<file path="src/wrv_pkg.sv">
// ----------------------------------------------------------------------------
// Window regression velocity package
// Field widths, the stored window entry and the divider result shared by the
// window regression velocity modules.
// ----------------------------------------------------------------------------
package wrv_pkg;

	localparam int TIME_W = 32;  // sample timestamp
	localparam int ALT_W  = 28;  // sea-level altitude and pad altitude
	localparam int REL_W  = 29;  // altitude relative to the pad
	localparam int VEL_W  = 21;  // fixed-point velocity

	typedef struct packed {
		logic        [TIME_W-1:0] t;
		logic signed [REL_W-1:0]  y;
	} wrv_entry_t;

	typedef struct packed {
		logic signed [VEL_W-1:0] vel;
		logic                    degen;
	} wrv_result_t;

endpackage

</file>
<file path="src/wrv_window_mem.sv">
// ----------------------------------------------------------------------------
// Window sample memory
// Circular store of the last WINDOW time and altitude pairs with one write
// port and two registered read ports. Entries never written read as zero.
// ----------------------------------------------------------------------------
module wrv_window_mem #(
	parameter int WINDOW = 9,
	parameter int IDX_W  = 4
) (
	input  logic               clk,
	input  logic               arst_n,
	input  logic               wr_en,
	input  logic [IDX_W-1:0]   wr_addr,
	input  wrv_pkg::wrv_entry_t wr_data,
	input  logic               rd_en,
	input  logic [IDX_W-1:0]   rd_addr_a,
	input  logic [IDX_W-1:0]   rd_addr_b,
	output wrv_pkg::wrv_entry_t rd_data_a,
	output wrv_pkg::wrv_entry_t rd_data_b
);
	import wrv_pkg::*;

	wrv_entry_t        mem [WINDOW];
	logic [WINDOW-1:0] vld_q;
	wrv_entry_t        ent_a_q;
	wrv_entry_t        ent_b_q;
	logic              vld_a_q;
	logic              vld_b_q;

	always_ff @(posedge clk) begin
		if (wr_en) begin
			mem[wr_addr] <= wr_data;
		end
		if (rd_en) begin
			ent_a_q <= mem[rd_addr_a];
			ent_b_q <= mem[rd_addr_b];
		end
	end

	always_ff @(posedge clk or negedge arst_n) begin
		if (!arst_n) begin
			vld_q   <= '0;
			vld_a_q <= 1'b0;
			vld_b_q <= 1'b0;
		end else begin
			if (wr_en) begin
				vld_q[wr_addr] <= 1'b1;
			end
			if (rd_en) begin
				vld_a_q <= vld_q[rd_addr_a];
				vld_b_q <= vld_q[rd_addr_b];
			end
		end
	end

	// Slots not yet filled since reset stand for samples at time 0, altitude 0.
	assign rd_data_a = vld_a_q ? ent_a_q : '0;
	assign rd_data_b = vld_b_q ? ent_b_q : '0;

endmodule

</file>
<file path="config.mk">
export PLATFORM = sky130hd
export DESIGN_NAME = wrv_window_mem
export DESIGN_NICKNAME = d
export VERILOG_FILES = /design/src/wrv_pkg.sv /design/src/wrv_window_mem.sv
export SDC_FILE = /design/constraint.sdc
export NUM_CORES = 1
export LEC_CHECK = 0
export BUFFER_PORTS_ARGS = -buffer_cell sky130_fd_sc_hd__buf_2
export CAP_MARGIN = 20
export CORE_ASPECT_RATIO = 0.7
export CORE_MARGIN = 2
export CORE_UTILIZATION = 35
export CTS_CLUSTER_DIAMETER = 50
export DETAILED_ROUTE_END_ITERATION = 8
export PLACE_DENSITY_LB_ADDON = 0.3
export RECOVER_POWER = 25
export SETUP_SLACK_MARGIN = 0.05
export SKIP_LAST_GASP = 1
export SLEW_MARGIN = 10
export SYNTH_ARGS = -nofsm -noshare
export SYNTH_HDL_FRONTEND = slang
export SYNTH_SLANG_ARGS = --single-unit
</file>
<file path="constraint.sdc">
create_clock -name clk -period 2.4 [get_ports clk]
set_input_delay 0.24 -clock clk [delete_from_list [all_inputs] [get_ports clk]]
set_output_delay 0.24 -clock clk [all_outputs]
set_load 0.005 [all_outputs]
</file>
==> results of run 1 <==
-- worst max-delay path, delay by kind of cell (launching register included) --
| family | cells | cell delay [ps] |
|---|---|---|
| buffers and inverters | 2 | 440 |
| DFF | 1 | 590 |
| and+or+nand+nor | 1 | 240 |
-- kinds of logic (layout without fill, tap and decap cells) --
group / after synthesis / count (layout) / share of synthesized area
flops: 682 / 682 / 0.684
mux: 372 / 372 / 0.228
simple gates: 273 / 273 / 0.0464
compound gates: 128 / 128 / 0.0219
buf+inv: 109 / 478 / 0.0192
-- layer usage --
metal  track usage  part of all wire
met1         0.237              0.43
met2         0.277              0.47
met3        0.0368             0.071
met4        0.0482             0.022
met5             0            0.0011
-- cell usage after synthesis (all sizes together) --
library cell,instances
a22oi,2
a311o,1
and2,122
and3,1
and4b,1
buf,53
clkbuf,55
dfrtp,11
edfxtp,671
inv,1
mux2,1
mux2i,124
mux4,247
nand2,123
nand2b,3
nand3b,2
nor2,7
nor3,4
o21ai,123
o22ai,1
o31ai,1
or2,9
or3b,1
-- power by group --
part           internal (W)  leakage (nW)  switching, W  total (W)
registers            0.0135          6.29      0.000182     0.0137
clock network       0.00667          1.20       0.00490     0.0116
logic               0.00113          4.81       0.00126    0.00239
-- timing repair --
action	in CTS	in global routing
resized for setup	0	0
hold endpoints to repair	572	0
hold buffers	63	0
-- per-stage QoR --
stage | TNS (ps) | area, um^2 | util | hold slack (ps) | total power (W)
4_1_cts | 0 | 36000 | 0.427 | 55.0 | 0.0280
2_1_floorplan | -99140 | 29900 | - | -55.6 | 0.0152
6_report | 0 | 36000 | 0.426 | 161 | 0.0276
5_1_grt | 0 | 36000 | 0.426 | 156 | 0.0286
3_5_place_dp | 0 | 32900 | 0.390 | 134 | 0.0163
3_3_place_gp | 0 | 32900 | 0.390 | 129 | 0.0163
-- flip-flops by register name (all words and copies together) (netlist names) --
signal   count
vld_a_q      1
vld_b_q      1
ent_a_q     61
ent_b_q     61
vld_q        9
mem        549
-- final cells by class --
cell class	count	area (um^2)
clock buffer	88	1950
sequential	682	20400
clock inverter	49	522
inverter	1	3.75
fill	7448	48400
multi-input combinational	773	8940
timing repair buffer	340	2710
tap	1137	1420
-- final timing paths --
check	start	to	slack, ps	cells past startpoint
max in group asynchronous	arst_n	vld_a_q	1680	2
worst min-delay path	rd_addr_a[2]	ent_a_q[43]	160	3
min in group asynchronous	arst_n	vld_q[0]	230	2
worst max register to register	mem[6][8]	ent_a_q[8]	830	3
worst max-delay path	vld_a_q	rd_data_a[9]	200	3
worst min register to register	vld_q[6]	vld_q[6]	490	1
==> results.yml, run 1 <==
pwr:
  power_density_nw_per_um2: 768
  p_leak_nw: 12.3
  ir_drop_mv: 0.559
route:
  drc: 0
  routed_wl_um: 75300
  via_count: 16100
  drt_pass1_iterations: 5
  dr.first_iter.drc_count: 1662
  postRouteAntennaNets: 0
  viasPerCell: 5.24
  wl_per_cell_um: 24.5
sta:
  fmax_ghz: 0.454
  finalCritPeriodShare: 0.917
  hold_violations: 0
  clock_skew_ps: 25.8
  finalSetupViolCount: 0
  rsz0062_at_grt: "false"
  slew_violations: 0
  fin_crit_ps: 2200
  post-route-worst-setup-slack_ps: 199
  tightest_slew_ps: 847
  slew_headroom: 0.436
clock_network:
  numCtsBuffers: 75
  clkLatencyLatePin_ps: 640
  cts_setup_buffers: 0
  cts_buffer_depth: 3
  clkSlewWorstSetupHoldPaths_ps: 60
  ctsHtreeMaxLevel: 3
  clock-sinks: 682
  clockRootBuffer: "clkbuf_16"
  cts_tree: "yes"
final_layout:
  finalNonFillerCells: 3070
  layout_commonest_cell: "edfxtp_1"
  finalNetCount: 1950
  layout_common_cells: "edfxtp_1, mux4_2, buf_2, mux2i_1"
  area_delta_synth_final_pct: 20.5
  drive_gt1_frac: 0.317
  diodes: 0
logic_synthesis:
  avgSynthCellArea_um2: 19.1
  ys_warn_count: 0
  syn_area_um2: 29900
  syn-instance-count: 1564
  synth_top_area_frac: 0.675
  netlist_top_cells_area: "edfxtp_1, mux4_2, mux2i_1"
  synth-seq-area-share: 0.684
  synth-seq-cells: 682
  yosysUniqueCellTypes: 26
  synth_nets: 1641
  yosysTopAreaCell: "edfxtp_1"
critical_path:
  cp-start-kind: "register"
  path_cells: "buf_12 -> and2_1 -> buf_2"
  slowest_stage: "dfrtp_2"
  cpPeakStageDelay_ps: 590
  worstPathRequired_ps: 2160
  worstSetupPathType: "register to output pin"
  critPathCaptureType: "output pin"
  worstPathArrival_ps: 1960
  path_max_fanout: 46
global_route:
  grt_pass1_vias: 16900
  grt_max_degree: 55
  antenna_found_initial: 9
  grtUsageTotal: 0.172
  grt_pass1_wl_um: 110000
  overflow: 0
floorplanning:
  die-area_um2: 87700
  row_count: 89
  die_h_um: 248
  core_um2: 84400
  initial_utilization: 0.354
  num_io_pins: 199
  fp.dieW_um: 353
placed_design:
  place_ws_ps: 317
  gp_congestion: 0.743
  hpwl_um: 44700
  dp_cells: 2870
  port_buffers: 198
run_status:
  status: "complete, no violations"
worst_hold_path:
  min_path_type: "input port to register"
job:
  maxCapViolCount: 0
(Power assumes the default switching activity.)
==> run 2: changes to the inputs <==
- CTS_BUF_LIST: default -> sky130_fd_sc_hd__clkbuf_2 sky130_fd_sc_hd__clkbuf_4 sky130_fd_sc_hd__clkbuf_8
==> results.yml, run 2 (synthesis gave the netlist of run 1 again) <==
sta:
  finalSetupViolCount: 0
  slew_violations: 0
  holdWs_ps: 80.4
  post-route-worst-setup-slack_ps: 163
  clock_skew_ps: 29.7
  slew_headroom: 0.439
  tns_ps: 0
  rsz0062_at_grt: "false"
  fmax_ghz: 0.447
  tightest_slew_ps: 842
  finalCritPeriodShare: 0.932
  fin_crit_ps: 2240
  hold_violations: 0
floorplanning:
  core_um2: 84400
  initial_utilization: 0.354
  die-area_um2: 87700
  fp.dieW_um: 353
  num_io_pins: 199
  die_h_um: 248
  row_count: 89
global_route:
  grt_max_degree: 55
  antenna_found_initial: 8
  grt_pass1_vias: 17200
  overflow: 0
  grt_pass1_wl_um: 111000
  grtUsageTotal: 0.173
final_layout:
  layout_commonest_cell: "edfxtp_1"
  area_delta_synth_final_pct: 19.3
  largest_register_ffs: 549
  top_register: "mem"
  finalNetCount: 1986
  fillers: 7509
  multi_input_area_um2: 8940
  diodes: 0
  regArea_um2: 20400
  drive_gt1_frac: 0.337
  layout_common_cells: "edfxtp_1, mux4_2, buf_2, mux2i_1"
  largest_registers: "mem (549), ent_a_q (61), ent_b_q (61)"
route:
  drc: 0
  routed_wl_um: 75600
  viasPerCell: 5.18
  postRouteAntennaNets: 0
  dr.first_iter.drc_count: 1444
  drt_pass1_iterations: 7
  wl_per_cell_um: 24.1
  via_count: 16200
critical_path:
  path_cells: "buf_12 -> and2_1 -> buf_2"
  cpPeakStageDelay_ps: 600
  cp-start-kind: "register"
  regToRegEndpoint: "ent_a_q[8]"
  r2r_start: "mem[6][8]"
  path_max_fanout: 27
  crit_buf_inv: 2
  slowest_stage: "dfrtp_2"
  reg2reg_slack_ps: 820
  worstPathArrival_ps: 2000
  setup.worst_path.start: "vld_b_q"
  reg2reg_depth: 3
  worstPathRequired_ps: 2160
  path_delay_family: "flip-flops"
  worstSetupPathType: "register to output pin"
  critPathCaptureType: "output pin"
run_status:
  status: "complete, no violations"
clock_network:
  clockRootBuffer: "clkbuf_8"
  clock-sinks: 682
  ctsHtreeMaxLevel: 3
  cts_tree: "yes"
  clkSlewWorstSetupHoldPaths_ps: 60
  cts_buffer_depth: 3
  clkLatencyLatePin_ps: 720
  cts_setup_buffers: 0
  numCtsBuffers: 108
worst_hold_path:
  holdPathStages: 3
  hold_end: "ent_b_q[6]"
  min_path_type: "input port to register"
  hold_start: "rd_addr_b[2]"
pwr:
  ir_drop_mv: 0.401
  power.total_w: 0.0257
  p_leak_nw: 12.2
  power_density_nw_per_um2: 722
placed_design:
  port_buffers: 198
  gp_congestion: 0.743
  hpwl_um: 44700
  place_ws_ps: 317
job:
  maxCapViolCount: 0
-- run 2: cell types whose count changed in the layout (fill, tap and decap cells not counted), moves of 3 or more --
cell / delta
bufinv_16: -7
clkbuf_1: -10
clkbuf_16: -76
clkbuf_4: +38
clkbuf_8: +114
clkinv_1: +10
dlygate4sd3_1: +3
inv_6: -3
-- run 2: worst min-delay path, stage by stage --
cell,delay [ps]
buf_4,180
mux2i_1,130
o21ai_1,110
-- run 2: cell type report --
class                      instances  area share
sequential                       682       0.573
multi-input combinational        773       0.251
timing repair buffer             343      0.0769
clock buffer                     152      0.0520
tap                             1137      0.0399
clock inverter                    45     0.00678
inverter                           1    0.000105
-- run 2: worst max path at each step --
stage,endpoint,depth (start not counted)
6_report,rd_data_b[9],3
5_1_grt,rd_data_a[9],3
4_1_cts,rd_data_a[9],3
3_5_place_dp,ent_a_q[60],6
3_3_place_gp,ent_a_q[60],6
2_1_floorplan,mem[1][0],2
-- run 2: power breakdown --
group	internal, W	switching [W]	leakage (nW)
combinational	0.00114	0.00126	4.82
clock	0.00500	0.00462	1.12
sequential	0.0135	0.000185	6.29
total	0.0196	0.00606	12.2
-- run 2: per-stage QoR --
stage | cell area [um^2] | utilization | cells
2_1_floorplan | 29900 | - | 1564
3_3_place_gp | 32900 | 0.390 | 2870
3_5_place_dp | 32900 | 0.390 | 2870
4_1_cts | 35700 | 0.423 | 3133
5_1_grt | 35600 | 0.422 | 3133
6_report | 35600 | 0.422 | 3133
-- run 2: routing by layer --
| layer | vias to the layer above | GRT usage | part of all wire |
|---|---|---|---|
| li1 | 7083 | - | - |
| met5 | - | 0 | 0.0011 |
| met1 | 8426 | 0.235 | 0.43 |
| met3 | 144 | 0.0413 | 0.077 |
| met2 | 560 | 0.278 | 0.47 |
| met4 | 12 | 0.0519 | 0.022 |
-- run 2: timing repair --
item	CTS	global route
hold endpoints to repair	584	0
hold buffers	66	0
setup endpoints to repair	4	0
resized for setup	2	0
