===== src/wrv_pkg.sv =====
// ----------------------------------------------------------------------------
// Window regression velocity package
// Field widths, the stored window entry and the divider result shared by the
// window regression velocity modules.
// ----------------------------------------------------------------------------
package wrv_pkg;

	localparam int TIME_W = 32;  // sample timestamp
	localparam int ALT_W  = 28;  // sea-level altitude and pad altitude
	localparam int REL_W  = 29;  // altitude relative to the pad
	localparam int VEL_W  = 21;  // fixed-point velocity

	typedef struct packed {
		logic        [TIME_W-1:0] t;
		logic signed [REL_W-1:0]  y;
	} wrv_entry_t;

	typedef struct packed {
		logic signed [VEL_W-1:0] vel;
		logic                    degen;
	} wrv_result_t;

endpackage


===== src/wrv_slope_div.sv =====
// ----------------------------------------------------------------------------
// Slope divider
// Restoring division of the rounded, scaled numerator by the denominator,
// one quotient bit per cycle, then saturation; a zero denominator is flagged degenerate.
// ----------------------------------------------------------------------------
module wrv_slope_div #(
	parameter int FRAC_BITS = 8,
	parameter int DEN_W     = 70,
	parameter int NUM_W     = 68
) (
	input  logic                    clk,
	input  logic                    arst_n,
	input  logic                    start,
	input  logic [DEN_W-1:0]        den,
	input  logic signed [NUM_W-1:0] num,
	output logic                    done,
	output wrv_pkg::wrv_result_t    result
);
	import wrv_pkg::*;

	localparam int Q_W   = VEL_W + 1;
	localparam int A_W   = NUM_W + FRAC_BITS;
	localparam int D_W   = DEN_W + Q_W;
	localparam int DIV_W = ((A_W > D_W) ? A_W : D_W) + 1;
	localparam int CNT_W = $clog2(Q_W);
	localparam logic [Q_W-1:0] POS_MAX = Q_W'((1 << (VEL_W - 1)) - 1);
	localparam logic [Q_W-1:0] NEG_MAX = Q_W'(1 << (VEL_W - 1));

	logic signed [NUM_W-1:0] num_abs;
	logic [DIV_W-1:0]        a_init;
	logic [DIV_W-1:0]        a_q;
	logic [DIV_W-1:0]        ds_q;
	logic [Q_W-1:0]          quo_q;
	logic [Q_W-1:0]          quo_nxt;
	logic [Q_W-1:0]          quo_sat;
	logic [CNT_W-1:0]        cnt_q;
	logic                    run_q;
	logic                    neg_q;
	logic                    done_q;
	logic                    ge;
	wrv_result_t             res_q;

	assign num_abs = num[NUM_W-1] ? -num : num;
	// Adding den before dividing by 2*den rounds half away from zero.
	assign a_init  = (DIV_W'(num_abs[NUM_W-2:0]) << (FRAC_BITS + 1)) + DIV_W'(den);

	assign ge      = (a_q >= ds_q);
	assign quo_nxt = {quo_q[Q_W-2:0], ge};

	always_comb begin
		if (neg_q) begin
			quo_sat = (quo_nxt > NEG_MAX) ? NEG_MAX : quo_nxt;
		end else begin
			quo_sat = (quo_nxt > POS_MAX) ? POS_MAX : quo_nxt;
		end
	end

	always_ff @(posedge clk) begin
		if (start) begin
			a_q   <= a_init;
			ds_q  <= DIV_W'(den) << Q_W;
			quo_q <= '0;
			neg_q <= num[NUM_W-1];
		end else if (run_q) begin
			if (ge) begin
				a_q <= a_q - ds_q;
			end
			ds_q  <= ds_q >> 1;
			quo_q <= quo_nxt;
		end
	end

	always_ff @(posedge clk or negedge arst_n) begin
		if (!arst_n) begin
			run_q  <= 1'b0;
			cnt_q  <= '0;
			done_q <= 1'b0;
			res_q  <= '0;
		end else begin
			done_q <= 1'b0;
			if (start) begin
				cnt_q <= CNT_W'(Q_W - 1);
				if (den == '0) begin
					run_q       <= 1'b0;
					done_q      <= 1'b1;
					res_q.vel   <= '0;
					res_q.degen <= 1'b1;
				end else begin
					run_q <= 1'b1;
				end
			end else if (run_q) begin
				cnt_q <= cnt_q - 1'b1;
				if (cnt_q == '0) begin
					run_q       <= 1'b0;
					done_q      <= 1'b1;
					res_q.vel   <= neg_q ? -$signed(quo_sat[VEL_W-1:0])
					                     : $signed(quo_sat[VEL_W-1:0]);
					res_q.degen <= 1'b0;
				end
			end
		end
	end

	assign done   = done_q;
	assign result = res_q;

endmodule


===== config.mk =====
export PLATFORM = sky130hd
export DESIGN_NAME = wrv_slope_div
export DESIGN_NICKNAME = d
export VERILOG_FILES = /design/src/wrv_pkg.sv /design/src/wrv_slope_div.sv
export SDC_FILE = /design/constraint.sdc
export NUM_CORES = 1
export LEC_CHECK = 0
export ABC_AREA = 1
export BUFFER_PORTS_ARGS = -buffer_cell sky130_fd_sc_hd__clkbuf_2
export CAP_MARGIN = 20
export CORE_MARGIN = 3
export CORE_UTILIZATION = 36
export DETAILED_ROUTE_END_ITERATION = 16
export PLACE_DENSITY = 0.61
export SLEW_MARGIN = 20
export SYNTH_ARGS = -nofsm -noshare
export SYNTH_HDL_FRONTEND = slang
export SYNTH_SLANG_ARGS = --single-unit
export TNS_END_PERCENT = 1

===== constraint.sdc =====
create_clock -name clk -period 12.5 [get_ports clk]
set_clock_uncertainty 0.05 [all_clocks]
set_input_delay 1.25 -clock clk [delete_from_list [all_inputs] [get_ports clk]]
set_output_delay 1.25 -clock clk [all_outputs]
set_load 0.05 [all_outputs]

==> reports/qor.json, run 1 <==
{
  "status": "complete, no violations",
  "io_pins": 164,
  "max_buffers_root_to_sink": 3,
  "fin_crit_sh": 0.434,
  "synthesis.instances": 3456,
  "synth_top_area_cell": "sky130_fd_sc_hd__edfxtp_1",
  "finalMaxSlewViolations": 0,
  "report.final.hold_viol_count": 0,
  "netlist.area_leader.share": 0.217,
  "initial_antenna_violation_count": 1,
  "crit_path_end": "a_q[64]",
  "worst_pin_slew_ns": 0.866,
  "dr.first_iter.drc_count": 1955,
  "numClockSinks": 236,
  "antennaDiodeCount": 0,
  "vias_per_cell": 5.28,
  "max-vdd-ir-drop_mv": 0.101,
  "worst_setup_path_end_kind": "register",
  "synth_sequential_area_ratio": 0.286,
  "grt_pass1_wl_mm": 126,
  "grt_use_total": 0.242,
  "fin_setup_tns_ns": 0,
  "final.min_clock_period_ns": 5.43,
  "pwr-share-clk": 0.172,
  "grt_pass1_vias": 22395,
  "avgSynthCellArea_um2": 6.58,
  "p_int_mw": 2.51,
  "synth-seq-cells": 236,
  "finalWeightedCongestion": 1.00,
  "max-cap-violations": 0,
  "setup_viol": 0,
  "drtPass1Iterations": 6,
  "net_count_after_synthesis": 3756,
  "place_hpwl_mm": 68.3,
  "cts-resized-gates": 0,
  "die_height_um": 257,
  "drt.antenna.violating_nets": 0,
  "die_extent_in_x_um": 257,
  "worstPathRequired_ns": 12.79,
  "pwr_density_cell_nw_per_um2": 196,
  "syn2layout_area_growth_pct": 11.8,
  "cells_on_worst_reg2reg_path": 15,
  "clock_tree.root_cell": "sky130_fd_sc_hd__clkbuf_16",
  "worst_setup_path_startpoint": "num[0]",
  "clock_slew_at_reported_path_ffs_ns": 0.06,
  "finalPower_mw": 4.98,
  "core_um2": 62100,
  "route.vias.total": 23561,
  "worstSetupStartpointType": "input port",
  "core.rowCount": 91,
  "max_clock_freq_mhz": 184,
  "r2r_slack_ns": 8.57,
  "cts_tree": "done",
  "cp.arrival_ns": 5.72,
  "crit_fanout": 7,
  "maxSlewHeadroom": 0.417,
  "grt_start_max_net_pins": 66,
  "power.combinational.fraction": 0.590,
  "number_of_buffers_inserted_to_repair_setup_after_cts": 0,
  "cts-hold-fix-buffers": 0,
  "routed_wl_mm": 83.7,
  "clock_latency_on_the_worst_skew_pair_ns": 0.59,
  "die_area_um2": 66200,
  "switchingPower_mw": 2.47,
  "num-nets-final": 3903,
  "critical_path_class": "in -> reg",
  "p_sw_frac": 0.496,
  "worstReg2RegEnd": "a_q[16]",
  "numCtsBuffers": 30,
  "rsz0062_at_grt": "false",
  "overflow": 0,
  "critical_path.reg2reg.startpoint": "ds_q[60]",
  "synth.cell_area_um2": 22700,
  "route.detailed.drc": 0,
  "synth.yosys.warnings": 0,
  "timing.hold.worst.class": "reg -> reg",
  "leak_pwr_nw": 11.9,
  "cts_max_level": 1,
  "numPortBuffers": 163,
  "post_synth_main_area_contributors": "sky130_fd_sc_hd__edfxtp_1, sky130_fd_sc_hd__nand2_1, sky130_fd_sc_hd__inv_1, sky130_fd_sc_hd__ha_1, sky130_fd_sc_hd__a21oi_1",
  "wl_per_cell_um": 18.7,
  "drive_above_1_share": 0.0896,
  "floorplan.initialDensity": 0.366,
  "pwr-share-seq": 0.238,
  "distinct_cells_synth": 57
}
[how the worst min path moves through the flow]
| stage | from | end | slack, ns | cells after the start |
|---|---|---|---|---|
| floorplan | ds_q[0] | ds_q[0] | 0.38 | 2 |
| global placement | ds_q[0] | ds_q[0] | 0.41 | 2 |
| detailed placement | result[16] | result[16] | 0.42 | 2 |
| CTS | ds_q[0] | ds_q[0] | 0.43 | 2 |
| global route | ds_q[0] | ds_q[0] | 0.45 | 2 |
| finish | ds_q[0] | ds_q[0] | 0.42 | 2 |
[worst max-delay path, stage by stage]
cell	delay [ns]
sky130_fd_sc_hd__clkbuf_2	0.10
sky130_fd_sc_hd__inv_1	0.09
sky130_fd_sc_hd__ha_1	0.22
sky130_fd_sc_hd__inv_1	0.09
sky130_fd_sc_hd__nor2_1	0.25
sky130_fd_sc_hd__nand2_1	0.13
sky130_fd_sc_hd__nor3_1	0.26
sky130_fd_sc_hd__nand4_1	0.26
sky130_fd_sc_hd__nor2_1	0.16
sky130_fd_sc_hd__nand4_1	0.17
sky130_fd_sc_hd__nor2_1	0.14
sky130_fd_sc_hd__inv_1	0.08
sky130_fd_sc_hd__nand2_1	0.07
sky130_fd_sc_hd__xnor2_1	0.09
sky130_fd_sc_hd__ha_1	0.41
sky130_fd_sc_hd__nand2_1	0.11
sky130_fd_sc_hd__nor2_1	0.20
sky130_fd_sc_hd__inv_1	0.12
sky130_fd_sc_hd__nor4_1	0.62
sky130_fd_sc_hd__nand4_1	0.28
sky130_fd_sc_hd__nand3_1	0.21
sky130_fd_sc_hd__nand3_1	0.09
sky130_fd_sc_hd__o211ai_1	0.10
sky130_fd_sc_hd__xor2_1	0.09
sky130_fd_sc_hd__nand2_1	0.08
sky130_fd_sc_hd__nand2_1	0.06
[final cells by class]
class | count | area, um2
Tap cell | 837 | 1050
Timing Repair Buffer | 175 | 908
Clock inverter | 17 | 136
Fill cell | 6655 | 36600
Inverter | 600 | 2260
Clock buffer | 39 | 816
Sequential cell | 236 | 6510
Multi-Input combinational cell | 2560 | 13800
[registers in the layout (all words and copies together) (netlist names)]
register  count
ds_q         92
neg_q         1
result       22
run_q         1
quo_q        21
cnt_q         5
a_q          93
done          1
[power by group through the flow]
stage          registers [mW]  logic, mW  clock network, mW
3_5_place_dp             1.20       2.87                  0
3_3_place_gp             1.19       2.86                  0
2_1_floorplan            1.20       2.03                  0
6_report                 1.18       2.94              0.858
5_1_grt                  1.20       3.27              0.903
4_1_cts                  1.18       2.88              0.875
[routing by layer]
layer | vias up | GRT usage | wire length, um
met2 | 829 | 0.395 | 37600
met1 | 10732 | 0.330 | 37400
li1 | 11832 | - | -
met4 | 2 | 0.0929 | 3320
met5 | - | 0 | 9
met3 | 166 | 0.0239 | 5400
[synthesized netlist by cell type (all sizes together)]
master / count
a2111oi: 1
a211oi: 3
a21boi: 6
a21o: 16
a21oi: 347
a22o: 2
a31o: 1
a31oi: 59
a32oi: 2
and2: 2
and3: 3
buf: 14
clkbuf: 46
clkinv: 4
dfrtp: 29
dfxtp: 43
edfxtp: 164
fa: 2
ha: 157
inv: 596
mux2: 3
nand2: 740
nand3: 115
nand3b: 1
nand4: 40
nor2: 418
nor3: 39
nor4: 39
o2111ai: 1
o211a: 1
o211ai: 14
o21a: 17
o21ai: 305
o21bai: 10
o221a: 1
o221ai: 2
o22ai: 80
o31ai: 4
o41ai: 1
or2: 19
xnor2: 58
xor2: 51
[layout by cell type (no fill, tap or decap), drive strengths merged, types with 2 or more instances in the layout]
cell type  count
a21oi        347
xnor2         58
fa             2
edfxtp       164
a21boi         6
nor2         418
dfxtp         43
mux2           3
and3           3
nand2        740
o31ai          4
a32oi          2
a211oi         3
a21o          16
dfrtp         29
buf           13
clkbuf       201
o21bai        10
a31oi         59
o211ai        14
clkinv        15
or2           19
o21ai        305
nor4          39
nor3          39
xor2          51
ha           157
o221ai         2
o21a          17
a22o           2
nand3        115
and2           2
o22ai         80
inv          600
nand4         40
[per-stage QoR]
step	hold WS, ns	worst slack, ns	instance area [um2]	utilization	instances
after detailed placement	0.415	6.52	24500	0.394	4408
final	0.423	7.07	25400	0.410	4464
after floorplan	0.382	7.72	22700	-	3456
after global placement	0.411	6.47	24500	0.394	4408
after global routing	0.446	6.65	25400	0.410	4464
after CTS	0.432	7.14	25400	0.410	4464
[cell families after synthesis]
group | Yosys count | synth area share
AO/OA/AOI/OAI | 873 | 0.212
XOR/XNOR | 109 | 0.0420
adder cells (fa/ha/maj) | 159 | 0.0881
buffers and inverters | 660 | 0.109
flip-flops | 236 | 0.286
multiplexers | 3 | 0.00149
AND/OR/NAND/NOR | 1416 | 0.261
No activity file was read; power rests on OpenSTA's default activity.
==> run 2: changes to the inputs <==
PLACE_DENSITY = 0.63   (was 0.61)
clock period = 4.65 ns   (was 12.5 ns; I/O delays follow)
==> run 2 against run 1 <==
Effect of this change:
- combinational power grew to 2.8 times the previous value
- wire length is 2.1% higher
- hold slack worse by 0.25 ns
- power grew to 2.8 times the previous value
- sequential share of layout area is 1.1 points lower
- clock-buffer cell count is 4 lower
- largest cell class unchanged
==> reports/qor.json, run 2 (synthesized netlist as in run 1, its figures left out) <==
{
  "routed_wl": {"value": 85.4, "unit": "mm", "change": "was 83.7 mm"},
  "drt.antenna.violating_nets": {"value": 0, "change": "unchanged"},
  "status": {"value": "complete, no violations", "change": "unchanged"},
  "vias_per_cell": {"value": 5.26, "change": "was 5.28"},
  "maxSlewHeadroom": {"value": 0.358, "change": "was 0.417"},
  "core.rowCount": {"value": 91, "change": "unchanged"},
  "flip_flop_count_of_the_largest_register_after_layout": {"value": 93, "change": "unchanged"},
  "leak_pwr": {"value": 12.7, "unit": "nW", "change": "was 11.9 nW"},
  "max-vdd-ir-drop": {"value": 0.273, "unit": "mV", "change": "was 0.101 mV"},
  "timing.hold.worst.class": {"value": "in -> reg", "change": "was reg -> reg"},
  "worstPathRequired": {"value": 4.91, "unit": "ns", "change": "was 12.79 ns"},
  "cts_tree": {"value": "done", "change": "unchanged"},
  "final.min_clock_period_ns": 4.21,
  "fin_setup_tns": {"value": 0, "unit": "ns", "change": "unchanged"},
  "io_pins": {"value": 164, "change": "unchanged"},
  "drtPass1Iterations": {"value": 5, "change": "was 6"},
  "timing.critical_path.buf_inv": {"value": 11, "change": "was 5"},
  "layout.cells.most_common": {"value": "sky130_fd_sc_hd__nand2_1", "change": "unchanged"},
  "antennaDiodeCount": {"value": 0, "change": "unchanged"},
  "num-nets-final": {"value": 4029, "change": "was 3903"},
  "numCtsBuffers": {"value": 30, "change": "unchanged"},
  "floorplan.initialDensity": {"value": 0.366, "change": "unchanged"},
  "finalMaxSlewViolations": {"value": 0, "change": "unchanged"},
  "worstSetupStartpointType": {"value": "input port", "change": "unchanged"},
  "fin_crit_sh": 0.905,
  "dr.first_iter.drc_count": {"value": 1932, "change": "was 1955"},
  "numPortBuffers": {"value": 163, "change": "unchanged"},
  "worst_setup_path_end_kind": {"value": "register", "change": "unchanged"},
  "wl_per_cell": {"value": 18.6, "unit": "um", "change": "was 18.7 um"},
  "finalWeightedCongestion": {"value": 1.05, "change": "was 1.00"},
  "max_buffers_root_to_sink": {"value": 3, "change": "unchanged"},
  "max-cap-violations": {"value": 0, "change": "unchanged"},
  "pwr_density_cell": {"value": 525, "unit": "nW/um2", "change": "was 196 nW/um2"},
  "place_hpwl": {"value": 69.8, "unit": "mm", "change": "was 68.3 mm"},
  "cts_max_level": {"value": 1, "change": "unchanged"},
  "crit_family": {"value": "simple AND/OR/NAND/NOR gates", "change": "unchanged"},
  "core": {"value": 62100, "unit": "um2", "change": "unchanged"},
  "clock_slew_at_reported_path_ffs": {"value": 0.06, "unit": "ns", "change": "about the same"},
  "grt_start_max_net_pins": {"value": 151, "change": "was 66"},
  "layout.cells.most_common_list": {"value": "sky130_fd_sc_hd__nand2_1, sky130_fd_sc_hd__inv_1, sky130_fd_sc_hd__nor2_1", "change": "unchanged"},
  "cp.arrival": {"value": 4.47, "unit": "ns", "change": "was 5.72 ns"},
  "crit_fanout": {"value": 4, "change": "was 7"},
  "die_height": {"value": 257, "unit": "um", "change": "unchanged"},
  "setup_slack": {"value": 0.441, "unit": "ns", "change": "was 7.07 ns"},
  "route.detailed.drc": {"value": 0, "change": "unchanged"},
  "stdcell_area": {"value": 26600, "unit": "um2", "change": "was 25400 um2"},
  "registers.top_by_ff_count": {"value": "a_q", "change": "unchanged"},
  "drive_above_1_share": {"value": 0.121, "change": "was 0.0896"},
  "worst_pin_slew": {"value": 0.953, "unit": "ns", "change": "was 0.866 ns"},
  "die_extent_in_x": {"value": 257, "unit": "um", "change": "unchanged"},
  "report.final.hold_viol_count": {"value": 0, "change": "unchanged"},
  "holdWs": {"value": 0.173, "unit": "ns", "change": "was 0.423 ns"},
  "worst_path_max_delay_cell": {"value": "sky130_fd_sc_hd__o21ai_0", "change": "was sky130_fd_sc_hd__nor4_1"},
  "dp_slack": {"value": -0.0844, "unit": "ns", "change": "was 6.52 ns"},
  "max_clock_freq_mhz": 238,
  "number_of_buffers_inserted_to_repair_setup_after_cts": {"value": 0, "change": "unchanged"},
  "grt_use_total": {"value": 0.249, "change": "was 0.242"},
  "clock_tree.root_cell": {"value": "sky130_fd_sc_hd__clkbuf_16", "change": "unchanged"},
  "syn2layout_area_growth": {"value": 17.1, "unit": "%", "change": "was 11.8%"},
  "grt_pass1_wl": {"value": 130, "unit": "mm", "change": "was 126 mm"},
  "die_area": {"value": 66200, "unit": "um2", "change": "unchanged"},
  "route.vias.total": {"value": 24165, "change": "was 23561"},
  "initial_antenna_violation_count": {"value": 1, "change": "unchanged"},
  "setup_viol": {"value": 0, "change": "unchanged"},
  "path_common_cell": {"value": "sky130_fd_sc_hd__nor2_1", "change": "was sky130_fd_sc_hd__nand2_1"},
  "overflow": {"value": 0, "change": "unchanged"},
  "critical_path_class": {"value": "in -> reg", "change": "unchanged"},
  "placed_cell_area": {"value": 25500, "unit": "um2", "change": "was 24500 um2"},
  "clock_latency_on_the_worst_skew_pair": {"value": 0.58, "unit": "ns", "change": "was 0.59 ns"},
  "max_stage_delay": {"value": 0.37, "unit": "ns", "change": "was 0.62 ns"},
  "grt_pass1_vias": {"value": 22902, "change": "was 22395"},
  "numClockSinks": {"value": 236, "change": "unchanged"}
}
==> run 2: per-layer routing <==
layer | routed length [um] | global-route usage | vias to the layer above
met2 | 38600 | 0.411 | 831
met1 | 38300 | 0.344 | 11079
met4 | 3280 | 0.0874 | 2
met3 | 5170 | 0.0194 | 162
met5 | 13 | 0 | -
li1 | - | - | 12091
==> run 2: final timing paths <==
| kind | from | to | slack, ns | cells past startpoint |
|---|---|---|---|---|
| worst max-delay path | num[0] | a_q[70] | 0.44 | 33 |
| worst min-delay path | den[5] | a_q[5] | 0.17 | 3 |
| worst max register to register | a_q[60] | result[21] | 0.84 | 18 |
| worst min register to register | result[16] | result[16] | 0.43 | 2 |
| max in group asynchronous | arst_n | cnt_q[2] | 3.63 | 2 |
| min in group asynchronous | arst_n | result[14] | 0.45 | 2 |
==> run 2: cell type report <==
cell class              count  area, um2
clock buffers              35        801
multi-input cells        2560      13800
inverters                 600       2260
repair buffers            301       1920
clock inverters            21        319
flip-flops and latches    236       6510
fillers                  6609      35400
well taps                 837       1050
==> run 2: stage by stage <==
step	util	std cells	total power, mW
after floorplan	-	3456	8.66
after global placement	0.411	4533	11.1
after detailed placement	0.411	4533	11.2
after CTS	0.429	4590	13.9
after global routing	0.429	4590	15.0
final	0.429	4590	14.0
==> run 2: power by group <==
part / leakage, nW / internal [mW] / total (mW) / switching [mW]
Clock: 0.549 / 1.68 / 2.66 / 0.983
Sequential: 2.48 / 2.98 / 3.19 / 0.209
Combinational: 9.62 / 2.62 / 8.13 / 5.51
Total: 12.7 / 7.28 / 14.0 / 6.70
==> run 2: what timing repair did <==
item	CTS	global route
endpoints found under the setup margin	0	4
endpoints found under the hold margin	29	0
gates resized for setup	0	3
hold buffers	1	0
==> run 2: worst min-delay path, cell delays in order <==
cell and delay, ns:
sky130_fd_sc_hd__clkbuf_2 0.09, sky130_fd_sc_hd__nand2_1 0.07, sky130_fd_sc_hd__nand2_1 0.06
